===== src/rtl/pmti_pkg.sv =====
// Package: types and constants of the polygon mesh triangle index generator.
`default_nettype none
package pmti_pkg;

  localparam int unsigned CFG_IDX_W = 2;

  localparam logic [CFG_IDX_W-1:0] REG_SIDES        = 2'd0;
  localparam logic [CFG_IDX_W-1:0] REG_SUBDIVISIONS = 2'd1;

  localparam logic [4:0] MIN_SIDES        = 5'd3;
  localparam logic [4:0] QUAD_SIDES       = 5'd4;
  localparam logic [4:0] MAX_SIDES        = 5'd16;
  localparam logic [6:0] MAX_SUBDIVISIONS = 7'd64;

  localparam logic [4:0] SIDES_RESET  = 5'd3;
  localparam logic [6:0] SUBDIV_RESET = 7'd1;

  typedef enum logic [1:0] {
    MODE_TRI  = 2'd0,
    MODE_QUAD = 2'd1,
    MODE_RING = 2'd2
  } mode_t;

  typedef struct packed {
    logic [6:0]  outer_counter;
    logic [4:0]  side_counter;
    logic [6:0]  inner_counter;
    logic        second_half;
    logic [15:0] previous_row_base;
    logic [15:0] current_row_base;
    logic [15:0] inner_vertex;
    logic [15:0] outer_vertex;
    logic        finished;
  } mesh_st_t;

  typedef struct packed {
    logic [15:0] vertex_a;
    logic [15:0] vertex_b;
    logic [15:0] vertex_c;
    logic        valid_res;
    logic        last_triangle;
  } tri_res_t;

endpackage
`default_nettype wire


===== src/rtl/pmti_step.sv =====
// Next-state and triangle logic for one request.
`default_nettype none
module pmti_step import pmti_pkg::*; (
  input  mesh_st_t   st,
  input  logic       restart,
  input  logic [4:0] sides,
  input  logic [6:0] subdivisions,
  output mesh_st_t   st_next,
  output tri_res_t   res
);

  logic [4:0]  n;
  logic [6:0]  r;
  logic [6:0]  r1;
  mode_t       mode;
  mesh_st_t    s;
  logic [6:0]  i;
  logic [6:0]  j;
  logic [7:0]  i_inc;
  logic [7:0]  j_inc;
  logic [13:0] prod;
  logic [15:0] idx;
  logic [15:0] cj;
  logic [15:0] pj;
  logic [15:0] ov1;
  logic [15:0] inext;
  logic        last_side;
  logic        wrap;
  logic        last;
  logic [15:0] v0;
  logic [15:0] v1;
  logic [15:0] v2;

  // clamp registers into range
  always_comb begin
    if (sides < MIN_SIDES) begin
      n = MIN_SIDES;
    end else if (sides > MAX_SIDES) begin
      n = MAX_SIDES;
    end else begin
      n = sides;
    end
    r  = (subdivisions > MAX_SUBDIVISIONS) ? MAX_SUBDIVISIONS : subdivisions;
    r1 = r + 7'd1;
    if (n == MIN_SIDES) begin
      mode = MODE_TRI;
    end else if (n == QUAD_SIDES) begin
      mode = MODE_QUAD;
    end else begin
      mode = MODE_RING;
    end
  end

  always_comb begin
    s = st;
    if (restart) begin
      s = '0;
      s.current_row_base = 16'd1;
      s.outer_vertex     = 16'd1;
      if (mode == MODE_RING) begin
        s.outer_counter = 7'd1;
      end
    end
    if (r == 7'd0) begin
      s.finished = 1'b1;
    end

    i     = s.outer_counter;
    j     = s.inner_counter;
    i_inc = {1'b0, i} + 8'd1;
    j_inc = {1'b0, j} + 8'd1;
    prod  = {7'd0, i} * {7'd0, r1};
    idx   = 16'(prod) + 16'(j);
    cj    = s.current_row_base + 16'(j);
    pj    = s.previous_row_base + 16'(j);
    ov1   = s.outer_vertex + 16'd1;
    last_side = ({1'b0, s.side_counter} + 6'd1) >= {1'b0, n};
    wrap      = last_side && (j_inc >= {1'b0, i});
    inext     = wrap ? s.previous_row_base : s.inner_vertex + 16'd1;

    st_next = s;
    last    = 1'b0;
    v0      = '0;
    v1      = '0;
    v2      = '0;

    case (mode)
      MODE_TRI: begin
        if (j < i) begin
          if (!s.second_half) begin
            v0 = cj;
            v1 = cj + 16'd1;
            v2 = pj;
            st_next.second_half = 1'b1;
          end else begin
            v0 = cj + 16'd1;
            v1 = pj + 16'd1;
            v2 = pj;
            st_next.second_half   = 1'b0;
            st_next.inner_counter = j_inc[6:0];
          end
        end else begin
          // closing triangle of the row
          v0 = s.current_row_base + 16'(i);
          v1 = s.current_row_base + 16'(i) + 16'd1;
          v2 = s.previous_row_base + 16'(i);
          st_next.previous_row_base = s.current_row_base;
          st_next.current_row_base  = s.current_row_base + 16'(i) + 16'd2;
          st_next.outer_counter     = i_inc[6:0];
          st_next.inner_counter     = 7'd0;
          st_next.second_half       = 1'b0;
          last = i_inc >= {1'b0, r};
        end
      end
      MODE_QUAD: begin
        if (!s.second_half) begin
          v0 = idx;
          v1 = idx + 16'(r1);
          v2 = idx + 16'd1;
          st_next.second_half = 1'b1;
        end else begin
          v0 = idx + 16'd1;
          v1 = idx + 16'(r1);
          v2 = idx + 16'(r1) + 16'd1;
          st_next.second_half = 1'b0;
          if (j_inc >= {1'b0, r}) begin
            st_next.inner_counter = 7'd0;
            st_next.outer_counter = i_inc[6:0];
            last = i_inc >= {1'b0, r};
          end else begin
            st_next.inner_counter = j_inc[6:0];
          end
        end
      end
      MODE_RING: begin
        if (!s.second_half) begin
          v0 = s.inner_vertex;
          v1 = s.outer_vertex;
          v2 = wrap ? s.current_row_base : ov1;
          st_next.outer_vertex = ov1;
          if (j_inc >= {1'b0, i}) begin
            st_next.inner_counter = 7'd0;
            if (last_side) begin
              // layer closes: next ring starts after this one
              last = i >= r;
              st_next.previous_row_base = s.current_row_base;
              st_next.inner_vertex      = s.current_row_base;
              st_next.current_row_base  = ov1;
              st_next.outer_counter     = i_inc[6:0];
              st_next.side_counter      = 5'd0;
            end else begin
              st_next.side_counter = s.side_counter + 5'd1;
            end
          end else begin
            st_next.inner_counter = j_inc[6:0];
            st_next.second_half   = 1'b1;
          end
        end else begin
          v0 = s.inner_vertex;
          v1 = s.outer_vertex;
          v2 = inext;
          st_next.inner_vertex = inext;
          st_next.second_half  = 1'b0;
        end
      end
      default: begin
        st_next = s;
      end
    endcase

    res = '0;
    if (s.finished) begin
      st_next = s;
    end else begin
      if (last) begin
        st_next.finished = 1'b1;
      end
      res.vertex_a      = v0;
      res.vertex_b      = v1;
      res.vertex_c      = v2;
      res.valid_res     = 1'b1;
      res.last_triangle = last;
    end
  end

endmodule
`default_nettype wire


===== src/rtl/polygon_mesh_triangle_indices_top.sv =====
// Top level: polygon mesh triangle index generator with output register.
//
// channel  | handshake            | payload
// ---------+----------------------+---------------------------------------------
// in       | in_valid / in_ready  | restart
// out      | out_valid / out_ready| vertex_a, vertex_b, vertex_c, valid_res,
//          |                      | last_triangle
// cfg      | cfg_valid / cfg_ready| cfg_index (0 sides, 1 subdivisions), cfg_data
//
// One request beat in, one result beat out.
// Throughput is one beat per cycle: the mesh counters update in a single
// pass of pmti_step between the state registers and the result register.
// in_ready drops only while a result sits in the output register and
// out_ready is low; the result register and mesh state then hold.
// Reset: sides 3, subdivisions 1, no mesh active (results invalid until
// a restart beat). cfg_ready is always high.
`default_nettype none
module polygon_mesh_triangle_indices_top import pmti_pkg::*; (
  input  logic                 clk,
  input  logic                 rst,
  input  logic                 in_valid,
  output logic                 in_ready,
  input  logic                 restart,
  output logic                 out_valid,
  input  logic                 out_ready,
  output logic [15:0]          vertex_a,
  output logic [15:0]          vertex_b,
  output logic [15:0]          vertex_c,
  output logic                 valid_res,
  output logic                 last_triangle,
  input  logic                 cfg_valid,
  output logic                 cfg_ready,
  input  logic [CFG_IDX_W-1:0] cfg_index,
  input  logic [15:0]          cfg_data
);

  logic [4:0] sides;
  logic [6:0] subdivisions;
  mesh_st_t   st;
  mesh_st_t   st_next;
  tri_res_t   res_next;
  tri_res_t   res;
  logic       in_fire;

  // output register frees up when its beat is taken
  assign in_ready  = !out_valid || out_ready;
  assign in_fire   = in_valid && in_ready;
  assign cfg_ready = 1'b1;

  // register file
  always_ff @(posedge clk) begin
    if (rst) begin
      sides        <= SIDES_RESET;
      subdivisions <= SUBDIV_RESET;
    end else if (cfg_valid) begin
      case (cfg_index)
        REG_SIDES:        sides        <= cfg_data[4:0];
        REG_SUBDIVISIONS: subdivisions <= cfg_data[6:0];
        default:          ;
      endcase
    end
  end

  pmti_step u_step (
    .st           (st),
    .restart      (restart),
    .sides        (sides),
    .subdivisions (subdivisions),
    .st_next      (st_next),
    .res          (res_next)
  );

  // mesh state advances once per accepted request
  always_ff @(posedge clk) begin
    if (rst) begin
      st <= '{finished: 1'b1, default: '0};
    end else if (in_fire) begin
      st <= st_next;
    end
  end

  always_ff @(posedge clk) begin
    if (rst) begin
      out_valid <= 1'b0;
    end else if (in_fire) begin
      out_valid <= 1'b1;
    end else if (out_ready) begin
      out_valid <= 1'b0;
    end
  end

  // result payload, no reset needed
  always_ff @(posedge clk) begin
    if (in_fire) begin
      res <= res_next;
    end
  end

  assign vertex_a      = res.vertex_a;
  assign vertex_b      = res.vertex_b;
  assign vertex_c      = res.vertex_c;
  assign valid_res     = res.valid_res;
  assign last_triangle = res.last_triangle;

endmodule
`default_nettype wire


===== config.mk =====
export PLATFORM = sky130hd
export DESIGN_NAME = polygon_mesh_triangle_indices_top
export DESIGN_NICKNAME = d
export VERILOG_FILES = /design/src/rtl/pmti_pkg.sv /design/src/rtl/pmti_step.sv /design/src/rtl/polygon_mesh_triangle_indices_top.sv
export SDC_FILE = /design/constraint.sdc
export NUM_CORES = 1
export LEC_CHECK = 0
export ABC_AREA = 1
export ABC_CLOCK_PERIOD_IN_PS = 11600
export BUFFER_PORTS_ARGS = -buffer_cell sky130_fd_sc_hd__buf_2
export CAP_MARGIN = 15
export CELL_PAD_IN_SITES_DETAIL_PLACEMENT = 0
export CELL_PAD_IN_SITES_GLOBAL_PLACEMENT = 1
export CORE_MARGIN = 2
export CORE_UTILIZATION = 35
export CTS_CLUSTER_DIAMETER = 30
export DETAILED_ROUTE_END_ITERATION = 8
export PLACE_DENSITY = 0.67
export SLEW_MARGIN = 20
export SYNTH_ARGS = -nofsm -noshare
export SYNTH_HDL_FRONTEND = slang
export SYNTH_SLANG_ARGS = --single-unit

===== constraint.sdc =====
create_clock -name clk -period 11.6 [get_ports clk]
set_input_delay 2.32 -clock clk [delete_from_list [all_inputs] [get_ports clk]]
set_output_delay 2.32 -clock clk [all_outputs]
set_load 0.05 [all_outputs]

Yosys cells after proc, flatten, opt, wreduce, memory -nomap -nowiden
Index checks and enable logic that the tools add are counted. Widths: inputs -> output; s select.

Add/sub/neg operators: 19. Multipliers: 1. Order comparisons: 9. Equality and inequality tests: 5. Mux-type cells: 60. Reduce and logical (&&, ||, !) cells: 10.

Operator list (count): $mux 16 (12); $pmux 16 s3 (3); $add 16x1->16 const B (7); $mux 32 (3); $mux 48 (2); $mux 85 (1); $mux 84 (1); $add 16x7->16 (5); $pmux 32 s2 (1); $mux 7 (9); $ge 8x7->1 (3); $pmux 8 s3 (1); $pmux 7 s3 (1); $mux 5 (4); $mux 19 (1); $add 16x2->16 const B (1); $add 7x1->8 const B (2); $add 14x7->15 (1); $mux 1 (15); $mul 7x7->14 (1); $mux 12 (1); $mux 8 (1); $add 7x1->7 const B (1); $ge 7x7->1 (1); other kinds (20) (26).

Bits in registers: 148. Input bits: 24. Output and inout port bits: 53. Word-level logic and storage cells: 121.

Longest topological paths before layout
Gate-level depths: netlist (run 1).

Depth after elaboration: 17. Depth in mapped cells: 43. Mapped depth without buffers: 43.

Cells and area by module
From an unflattened synthesis (run 1), not the netlist that was laid out.

Cells, all modules: 3247. Area total of the unflattened synthesis: 19668.9 um^2.

Modules (own cells, without submodules): pmti_step (times used 1, cells each 2561, area an instance 13850.8 um^2, sequential area each 0.0 um^2); polygon_mesh_triangle_indices_top (times used 1, cells each 686, area an instance 5818.1 um^2, sequential area each 3463.3 um^2).

Least setup slack after synthesis (run 1)
Ideal clock, no wire load.

Path type: input to register. Start point: in restart. End point: reg res, in the netlist vertex_c[14], data pin. Library setup time: 0.270 ns. Data arrival time: 7.813 ns. Required time: 11.330 ns. Setup slack: 3.517 ns. Stages on the path: 36. Buffers on the path: 4. Cell sequence: buf_6 > buf_6 > buf_4 > buf_4 > nor2_2 > inv_1 > nor2_1 > fa_1 > ha_1 > inv_1 > fa_1 > fa_1 > inv_1 > ha_1 > nand2_1 > nand3_1 > xnor2_1 > inv_1 > ha_1 > nand2_1 > inv_1 > nand2_1 > nand2_1 > inv_1 > nand2_1 > nand3_1 > nand2_1 > nand3_1 > nor2_1 > nand2_1 > nor2_2 > nand3_1 > nand2_1 > nand3_1 > nand2_1 > a21oi_1.

Word-level cells in the longest chain between the ends: 7. Elaborated cells between the ends (all ways): 23. Those cells by class: add/sub: 10; mul: 1; order compare: 3; mux: 8; reduce/logical: 1.

Ends and longest elaborated chain: from (decl) (line polygon_mesh_triangle_indices_top.sv:23) `input logic restart,`; $mux 85 * (line pmti_step.sv:56) `if (restart) begin`; $mul 7x7->14 (tied with other cells) (line pmti_step.sv:72) `prod = {7'd0, i} * {7'd0, r1};`; $add 14x7->15 (tied with other cells) (line pmti_step.sv:73) `idx = 16'(prod) + 16'(j);`; $add 16x7->16 or $logic_and 1x1->1 (tied branches) (line pmti_step.sv:124, pmti_step.sv:78); $add 16x1->16 (tied with other cells) (line pmti_step.sv:124) `v2 = idx + 16'(r1) + 16'd1;`; $mux 16, on equally long branches (line pmti_step.sv:116, pmti_step.sv:136); $pmux 16 s3 (line pmti_step.sv:87) `case (mode)`; to (signal assigned) (line polygon_mesh_triangle_indices_top.sv:95) `res <= res_next;`; to (decl) (line polygon_mesh_triangle_indices_top.sv:42) `tri_res_t res;`.

Every way passes the cells marked *; elsewhere a longest branch is shown, timed or not. A chain may end at the register's enable or synchronous reset.

Final worst setup path (run 1)
Start point: in restart. End point: reg res, in the netlist vertex_c[15], data pin.

The elaborated chain is that of the path after synthesis.

==> results_dict.tcl, run 1 <==
set metrics [dict create \
    status "complete, no violations" \
    synthArstFlopShare_pct 0 \
    critPathKind "in2reg" \
    swShare_pct 47.6 \
    total_power_uw 2380 \
    ys.flop_type "dfxtp_1" \
    routed_wl_mm 89.7 \
    synth_seq_cells 148 \
    htree_levels 4 \
    tightest_slew_ns 1.17 \
    stdcell_area_um2 20200 \
    ir_drop_mv 0.114 \
    synth-edff-count 50 \
    slew_violations 0 \
    grt_remaining_overflow 0 \
    fmax_mhz 111 \
    placementRows 84 \
    power_leakage_uw 0.00914 \
    grtUsageTotal_pct 32.8 \
    synth.avg_cell_area_um2 6.10 \
    antenna_found_initial 3 \
    cts_tree "done" \
    crit_path_top_delay_cell "o21ai_1" \
    multi_input_area_um2 13100 \
    finClkSkew_ns 0.0173 \
    drive_gt1_share_pct 8.09 \
    ff2ff_setup_slack_ns 3.25 \
    clkLatencyLatePin_ns 0.50 \
    internal-power_uw 1250 \
    yosysMostFrequentCell "nand2_1" \
    clkPwrFrac_pct 28.8 \
    slew_headroom_pct 22.1 \
    setup_viol 0 \
    cts.clk_slew.worst_paths_ns 0.07 \
    areaGrowthSynthToFinish_pct 8.54 \
    postSynthCellCount 3049 \
    num_vias 21300 \
    drc 0 \
    synthTopCellsByCount "nand2_1, inv_1, nor2_1" \
    endpoint_kind "flop" \
    final.min_clock_period_ns 9.04 \
    boundaryPins 77 \
    drtAntennaViolNets 0 \
    die-area_um2 55000 \
    yosys.area.top_type "nand2_1" \
    hold_depth 2 \
    setup_tns_ns 0 \
    yosysSeqAreaShare_pct 18.6 \
    seqPwrFrac_pct 25.8 \
    crit_required_ns 11.94 \
    yosys.cell_types.count 61 \
    synth_area_um2 18600 \
    die_x_um 235 \
    ctsHoldBuffers 0 \
    clkSinkCount 148 \
    yosysWarningCount 0 \
    yosysTopAreaCellShare_pct 16.1 \
    grt_pass1_vias 19500 \
    dpl.hpwl_mm 69.1 \
    clock_path_buffers 2 \
    p_switching_uw 1130 \
    finalHoldViolCount 0 \
    die_y_um 235 \
    place_area_um2 19500 \
    start_util_pct 35.4 \
    n_antenna_cell 0 \
    worst_setup_path_start_kind "input pin" \
    grt_max_degree 68 \
    regArea_um2 3460 \
    fillers 5752 \
    cpPeakStageDelay_ns 0.71 \
    port_buffers 66 \
    holdPathEnd "st[52]$_SDFFE_PP0P_" \
    grt_pass1_wl_mm 131 \
    r2r_cells 36 \
    r2r_end "vertex_c[15]$_SDFFCE_PN0P_" \
    detail_route.wl_per_cell_um 23.9 \
    worst_hold_path_type "reg2reg" \
    vias_per_cell 5.67 \
    drt_iter0_drc 2161 \
    combPwrFrac_pct 45.4 \
    rsz0062_at_grt "no" \
    period_share_pct 77.9 \
    clockRootBuffer "clkbuf_16" \
    first_pass_iters 6 \
    gp_congestion 0.972 \
    crit_arrival_ns 9.38 \
    num-nets-final 3236 \
    ctsResizeCount 0 \
    critPathMaxFanout 17 \
    cts_buffers 17 \
    synth_nets 3232 \
    post_cts_buffers 0 \
    core-area_um2 52600 \
    min-delay-start "st[52]$_SDFFE_PP0P_" \
    power_per_cell_area_nw_per_um2 118 \
    cap_violations 0 \
    crit_top_cell "inv_1" \
    synthTopCellsByArea "nand2_1, dfxtp_1, ha_1" \
    rr_startpoint "subdivisions[3]$_SDFFE_PP0P_" \
]
[cell type report]
cell class	count	area share [%]
clock buffer	19	2.14
timing repair buffer	96	2.75
sequential	148	17.2
multi-input combinational	2372	64.7
clock inverter	13	1.21
tap	688	4.26
inverter	418	7.78
[power groups by stage]
stage / clock network (µW) / registers (µW) / logic, µW
3_3_place_gp: 0 / 624 / 1040
6_report: 686 / 615 / 1080
2_1_floorplan: 0 / 697 / 609
5_1_grt: 709 / 620 / 1150
3_5_place_dp: 0 / 626 / 1040
4_1_cts: 696 / 615 / 1050
[stage by stage]
step	cells	util, %	setup WS [ns]	hold WS (ns)
detailed placement	3722	37.1	2.13	0.455
floorplan	3049	-	3.52	0.441
finish	3754	38.4	2.56	0.465
global route	3754	38.4	2.02	0.479
CTS	3754	38.4	2.66	0.466
global placement	3722	37.1	2.23	0.452
[cell usage in the layout (no fill, tap or decap), types with 28 or more instances in the layout]
master | synthesis | layout
nand2_1 | 798 | 797
inv_1 | 393 | 393
dfxtp_1 | 98 | 98
buf_4 | 7 | 30
nor2_1 | 290 | 289
a21oi_1 | 273 | 273
o211ai_1 | 44 | 44
nor3_1 | 28 | 28
fa_1 | 36 | 36
edfxtp_1 | 50 | 50
o21ai_0 | 185 | 185
ha_1 | 123 | 123
xor2_1 | 64 | 64
nand4_1 | 58 | 58
nand3_1 | 235 | 235
buf_2 | 23 | 66
[worst max-delay path, delay by kind of cell]
family	cells	cell delay, ns
buffers and inverters	8	1.42
AOI/OAI and AO/OA	4	1.25
adders and majority gates	6	2.34
and+or+nand+nor	12	1.72
xor gates and xnor gates	1	0.28
[worst max path at each step]
| stage | start | end | depth (start not counted) |
|---|---|---|---|
| 2_1_floorplan | restart | vertex_c[14]$_SDFFCE_PN0P_ | 36 |
| 3_3_place_gp | restart | vertex_c[14]$_SDFFCE_PN0P_ | 36 |
| 3_5_place_dp | restart | vertex_c[14]$_SDFFCE_PN0P_ | 34 |
| 4_1_cts | restart | vertex_c[14]$_SDFFCE_PN0P_ | 34 |
| 5_1_grt | restart | vertex_c[14]$_SDFFCE_PN0P_ | 36 |
| 6_report | restart | vertex_c[15]$_SDFFCE_PN0P_ | 31 |
[state kept, by name (all words and copies together), names as in the netlist]
register / count
st: 85
last_triangle: 1
vertex_b: 16
subdivisions: 7
vertex_a: 16
valid_res: 1
sides: 5
out_valid: 1
vertex_c: 16
[routing by layer]
layer	vias up	global-route usage, %	wire [µm]
met4	4	11.2	2950
met3	136	7.10	7930
met2	943	48.8	37600
met1	10200	46.4	41200
li1	10100	-	-
met5	-	0	32
[kinds of logic (layout without fill, tap and decap cells)]
group                      Yosys count  after routing  synth area share [%]
other                                1              1                0.0202
buffers and inverters              529            546                  11.2
DFF                                148            148                  18.6
adders and majority gates          159            159                  12.2
AOI/OAI and AO/OA                  620            620                  18.5
xor gates and xnor gates            81             81                  3.94
and+or+nand+nor                   1511           1511                  35.5
No activity file was read; power rests on OpenSTA's default activity.
==> run 2: changes to the inputs <==
- ABC_CLOCK_PERIOD_IN_PS: 11600 -> 9400
- clock period: 11.6 -> 9.4 ns (I/O delays scaled with it)
==> results_dict.tcl, run 2 (same netlist as run 1, synthesis figures left out) <==
set metrics [dict create \
    clkLatencyLatePin_ns 0.49 \
    core-area_um2 52600 \
    dpl.hpwl_mm 68.1 \
    num-nets-final 3245 \
    swShare_pct 49.1 \
    internal-power_uw 1430 \
    tightest_slew_ns 1.11 \
    largest_reg_flops 85 \
    slew_headroom_pct 25.8 \
    ctsHoldBuffers 0 \
    routed_wl_mm 87.8 \
    gp_congestion 0.929 \
    post_cts_buffers 0 \
    port_buffers 66 \
    critPathMaxFanout 17 \
    p_switching_uw 1380 \
    placementRows 84 \
    crit_required_ns 9.60 \
    htree_levels 4 \
    drc 0 \
    endpoint_kind "flop" \
    rsz0062_at_grt "no" \
    stdcell_count 3763 \
    first_pass_iters 6 \
    fillers 5859 \
    die_y_um 235 \
    crit_family "simple AND/OR/NAND/NOR gates" \
    boundaryPins 77 \
    areaGrowthSynthToFinish_pct 8.40 \
    period_share_pct 85.7 \
    layout_commonest_cell "nand2_1" \
    crit_top_cell "nand2_1" \
    drive_gt1_share_pct 8.39 \
    grt_pass1_wl_mm 128 \
    cpPeakStageDelay_ns 0.52 \
    cap_violations 0 \
    finalHoldViolCount 0 \
    die-area_um2 55000 \
    cts_buffers 17 \
    finClkSkew_ns 0.0163 \
    cts_tree "done" \
    drt_iter0_drc 2029 \
    regArea_um2 3460 \
    setup_tns_ns 0 \
    cts.clk_slew.worst_paths_ns 0.07 \
    detail_route.wl_per_cell_um 23.3 \
    num_vias 21200 \
    clkPwrFrac_pct 26.2 \
    multi_input_area_um2 13100 \
    critPathKind "in2reg" \
    combPwrFrac_pct 46.9 \
    clockRootBuffer "clkbuf_16" \
    worst_setup_path_start_kind "input pin" \
    start_util_pct 35.4 \
    ff2ff_setup_slack_ns 1.61 \
    crit_path_top_delay_cell "fa_1" \
    setup_viol 0 \
    critPathBufInv 8 \
    die_x_um 235 \
    grtUsageTotal_pct 31.9 \
    n_antenna_cell 0 \
    regMostFlops "st" \
    grt_remaining_overflow 0 \
    slew_violations 0 \
    power_per_cell_area_nw_per_um2 140 \
    ctsResizeCount 0 \
    fmax_mhz 124 \
    clock_path_buffers 2 \
    drtAntennaViolNets 0 \
    final.min_clock_period_ns 8.06 \
    antenna_found_initial 1 \
    seqPwrFrac_pct 26.9 \
    dp_cells 3731 \
    most-common-layout-cells "nand2_1, inv_1, nor2_1" \
    status "complete, no violations" \
    grt_max_degree 71 \
    vias_per_cell 5.64 \
    worst_hold_path_type "reg2reg" \
    ir_drop_mv 0.137 \
    grt_pass1_vias 19300 \
    power_leakage_uw 0.00914 \
    crit_arrival_ns 8.26 \
    clkSinkCount 148 \
]
==> run 2: changes by cell type in the layout (fill, tap and decap cells not counted) <==
| cell | delta |
|---|---|
| clkinv_4 | +1 |
| bufinv_16 | -4 |
| buf_4 | +9 |
| inv_2 | +1 |
| clkinvlp_4 | +1 |
| clkinv_2 | +2 |
| inv_1 | -1 |
==> run 2: layout make-up <==
type / count / area share [%]
clock buffers: 19 / 2.15
clock inverters: 13 / 0.751
inverters: 418 / 7.79
multi-input cells: 2372 / 64.8
flip-flops and latches: 148 / 17.2
well taps: 688 / 4.27
repair buffers: 105 / 3.09
==> run 2: final timing paths <==
check | start | endpoint | cells past startpoint
worst max-delay path | restart | vertex_c[14]$_SDFFCE_PN0P_ | 37
worst min-delay path | st[11]$_SDFFE_PP0P_ | st[11]$_SDFFE_PP0P_ | 2
worst max register to register | subdivisions[3]$_SDFFE_PP0P_ | vertex_c[15]$_SDFFCE_PN0P_ | 35
worst min register to register | st[11]$_SDFFE_PP0P_ | st[11]$_SDFFE_PP0P_ | 2
==> run 2: stage by stage <==
step / hold slack (ns) / utilization, % / setup WS (ns) / instance area (µm²) / power [µW]
floorplan: 0.441 / - / 1.76 / 18600 / 1610
global placement: 0.449 / 37.3 / 0.946 / 19600 / 2050
detailed placement: 0.456 / 37.3 / 0.881 / 19600 / 2050
CTS: 0.466 / 38.4 / 1.39 / 20200 / 2790
global route: 0.483 / 38.4 / 0.805 / 20200 / 2940
finish: 0.463 / 38.4 / 1.34 / 20200 / 2810
==> run 2: worst reg2reg max path: cells and delay by family (launching register included) <==
| family | cells | cell delay, ns |
|---|---|---|
| buffers and inverters | 8 | 0.97 |
| AOI/OAI and AO/OA | 5 | 1.18 |
| DFF | 1 | 0.39 |
| xor gates and xnor gates | 1 | 0.42 |
| adders and majority gates | 7 | 2.93 |
| and+or+nand+nor | 14 | 1.74 |
==> run 2: power by group through the flow <==
stage,logic (µW),clock network (µW),registers [µW]
global route,1400,769,764
CTS,1290,746,757
detailed placement,1280,0,771
floorplan,751,0,860
global placement,1280,0,770
finish,1320,737,757
==> run 2: metal layers <==
metal / routed length (µm) / part of all wire (%) / up-vias / GRT usage (%)
li1: - / - / 10100 / -
met1: 40300 / 46 / 10100 / 45.2
met2: 36800 / 42 / 915 / 47.2
met3: 6710 / 7.6 / 149 / 5.04
met4: 3970 / 4.5 / 2 / 14.5
met5: 15 / 0.017 / - / 0
==> run 3: changes to the inputs <==
- RECOVER_POWER: not set -> 25
==> results_dict.tcl, run 3 (same netlist as run 1, synthesis figures left out) <==
set metrics [dict create \
    boundaryPins 77 \
    largest_reg_flops 85 \
    tightest_slew_ns 3.81 \
    ctsHoldBuffers 0 \
    fmax_mhz 124 \
    crit_top_cell "nand2_1" \
    first_pass_iters 5 \
    combPwrFrac_pct 46.7 \
    rr_startpoint "subdivisions[3]$_SDFFE_PP0P_" \
    cap_violations 1 \
    htree_levels 4 \
    finalHoldViolCount 0 \
    num_vias 21200 \
    worst_hold_path_type "reg2reg" \
    grtUsageTotal_pct 31.9 \
    drive_gt1_share_pct 6.67 \
    internal-power_uw 1430 \
    gp_congestion 0.929 \
    antenna_found_initial 1 \
    routed_wl_mm 87.8 \
    cpPeakStageDelay_ns 0.52 \
    critPathLaunch "restart" \
    ir_drop_mv 0.137 \
    slew_headroom_pct -154 \
    regMostFlops "st" \
    status "finished, violations left" \
    endpoint_kind "flop" \
    clock_path_buffers 2 \
    power_leakage_uw 0.00897 \
    start_util_pct 35.4 \
    critPathKind "in2reg" \
    grt_pass1_wl_mm 128 \
    min-delay-start "st[11]$_SDFFE_PP0P_" \
    swShare_pct 49.2 \
    p_switching_uw 1380 \
    violations "max-capacitance violations, max-slew violations" \
    critPathMaxFanout 17 \
    drc 0 \
    dpl.hpwl_mm 68.1 \
    clkLatencyLatePin_ns 0.50 \
    clkSinkCount 148 \
    drtAntennaViolNets 0 \
    crit_path_top_delay_cell "fa_1" \
    finClkSkew_ns 0.0173 \
    power_per_cell_area_nw_per_um2 140 \
    setup_viol 0 \
    num-nets-final 3245 \
    cts_tree "done" \
    period_share_pct 86.0 \
    clkPwrFrac_pct 26.3 \
    rsz0062_at_grt "no" \
    die_x_um 235 \
    vias_per_cell 5.64 \
    seqPwrFrac_pct 27.0 \
    drt_iter0_drc 2035 \
    final.min_clock_period_ns 8.08 \
    setup_tns_ns 0 \
    most-common-layout-cells "nand2_1, inv_1, nor2_1" \
    crit_required_ns 9.60 \
    grt_pass1_vias 19300 \
    die-area_um2 55000 \
    areaGrowthSynthToFinish_pct 8.03 \
    placementRows 84 \
    whs_ns 0.463 \
    cts_buffers 17 \
    core-area_um2 52600 \
    clockRootBuffer "clkbuf_16" \
    slew_violations 61 \
    crit_arrival_ns 8.28 \
    die_y_um 235 \
    n_antenna_cell 0 \
    total_power_uw 2810 \
    fillers 5891 \
    cts.clk_slew.worst_paths_ns 0.07 \
    post_cts_buffers 0 \
    worst_setup_path_start_kind "input pin" \
    ctsResizeCount 0 \
    layout_commonest_cell "nand2_1" \
    grt_remaining_overflow 0 \
    detail_route.wl_per_cell_um 23.3 \
    port_buffers 66 \
    grt_max_degree 71 \
]
run 3: changes by cell type in the layout (fill, tap and decap cells not counted), sizes merged:
cell and delta:
buf -53, clkbuf +53
run 3: per-stage QoR:
stage               instance area [µm²]  utilization, %  instances  worst slack (ns)
global placement                  19600            37.3       3731             0.946
finish                            20100            38.2       3763              1.32
detailed placement                19600            37.3       3731             0.881
CTS                               20200            38.4       3763              1.39
global route                      20100            38.2       3763             0.805
floorplan                         18600               -       3049              1.76
run 3: worst max-delay path: cells and delay by family:
kind            cells  cell delay, ns
simple gates       22            2.88
fa+ha+maj           6            2.40
compound gates      1            0.06
buf+inv             8            1.03
run 3: routing by layer:
metal,global-route usage (%),wire length (µm)
met1,45.2,40400
met5,0,15
met4,14.5,3970
met3,5.04,6560
met2,47.2,36900
run 3: final cells by class:
type	count	area [µm²]	share of cell area (%)
multi-input cells	2372	13100	65.0
flip-flops and latches	148	3460	17.2
inverters	418	1570	7.82
well taps	688	861	4.28
repair buffers	105	554	2.76
clock buffers	19	433	2.15
clock inverters	13	151	0.754
run 3: power by group through the flow:
stage	Combinational (µW)	Clock, µW	Sequential (µW)
after global placement	1280	0	770
after detailed placement	1280	0	771
after global routing	1400	769	766
after floorplan	751	0	860
final	1310	739	759
after CTS	1290	746	757
run 3: worst paths after layout:
kind	end	slack (ns)	cells after the start
worst max-delay path	vertex_c[14]$_SDFFCE_PN0P_	1.32	37
worst min-delay path	st[11]$_SDFFE_PP0P_	0.46	2
worst max register to register	vertex_c[15]$_SDFFCE_PN0P_	1.59	35
worst min register to register	st[11]$_SDFFE_PP0P_	0.46	2
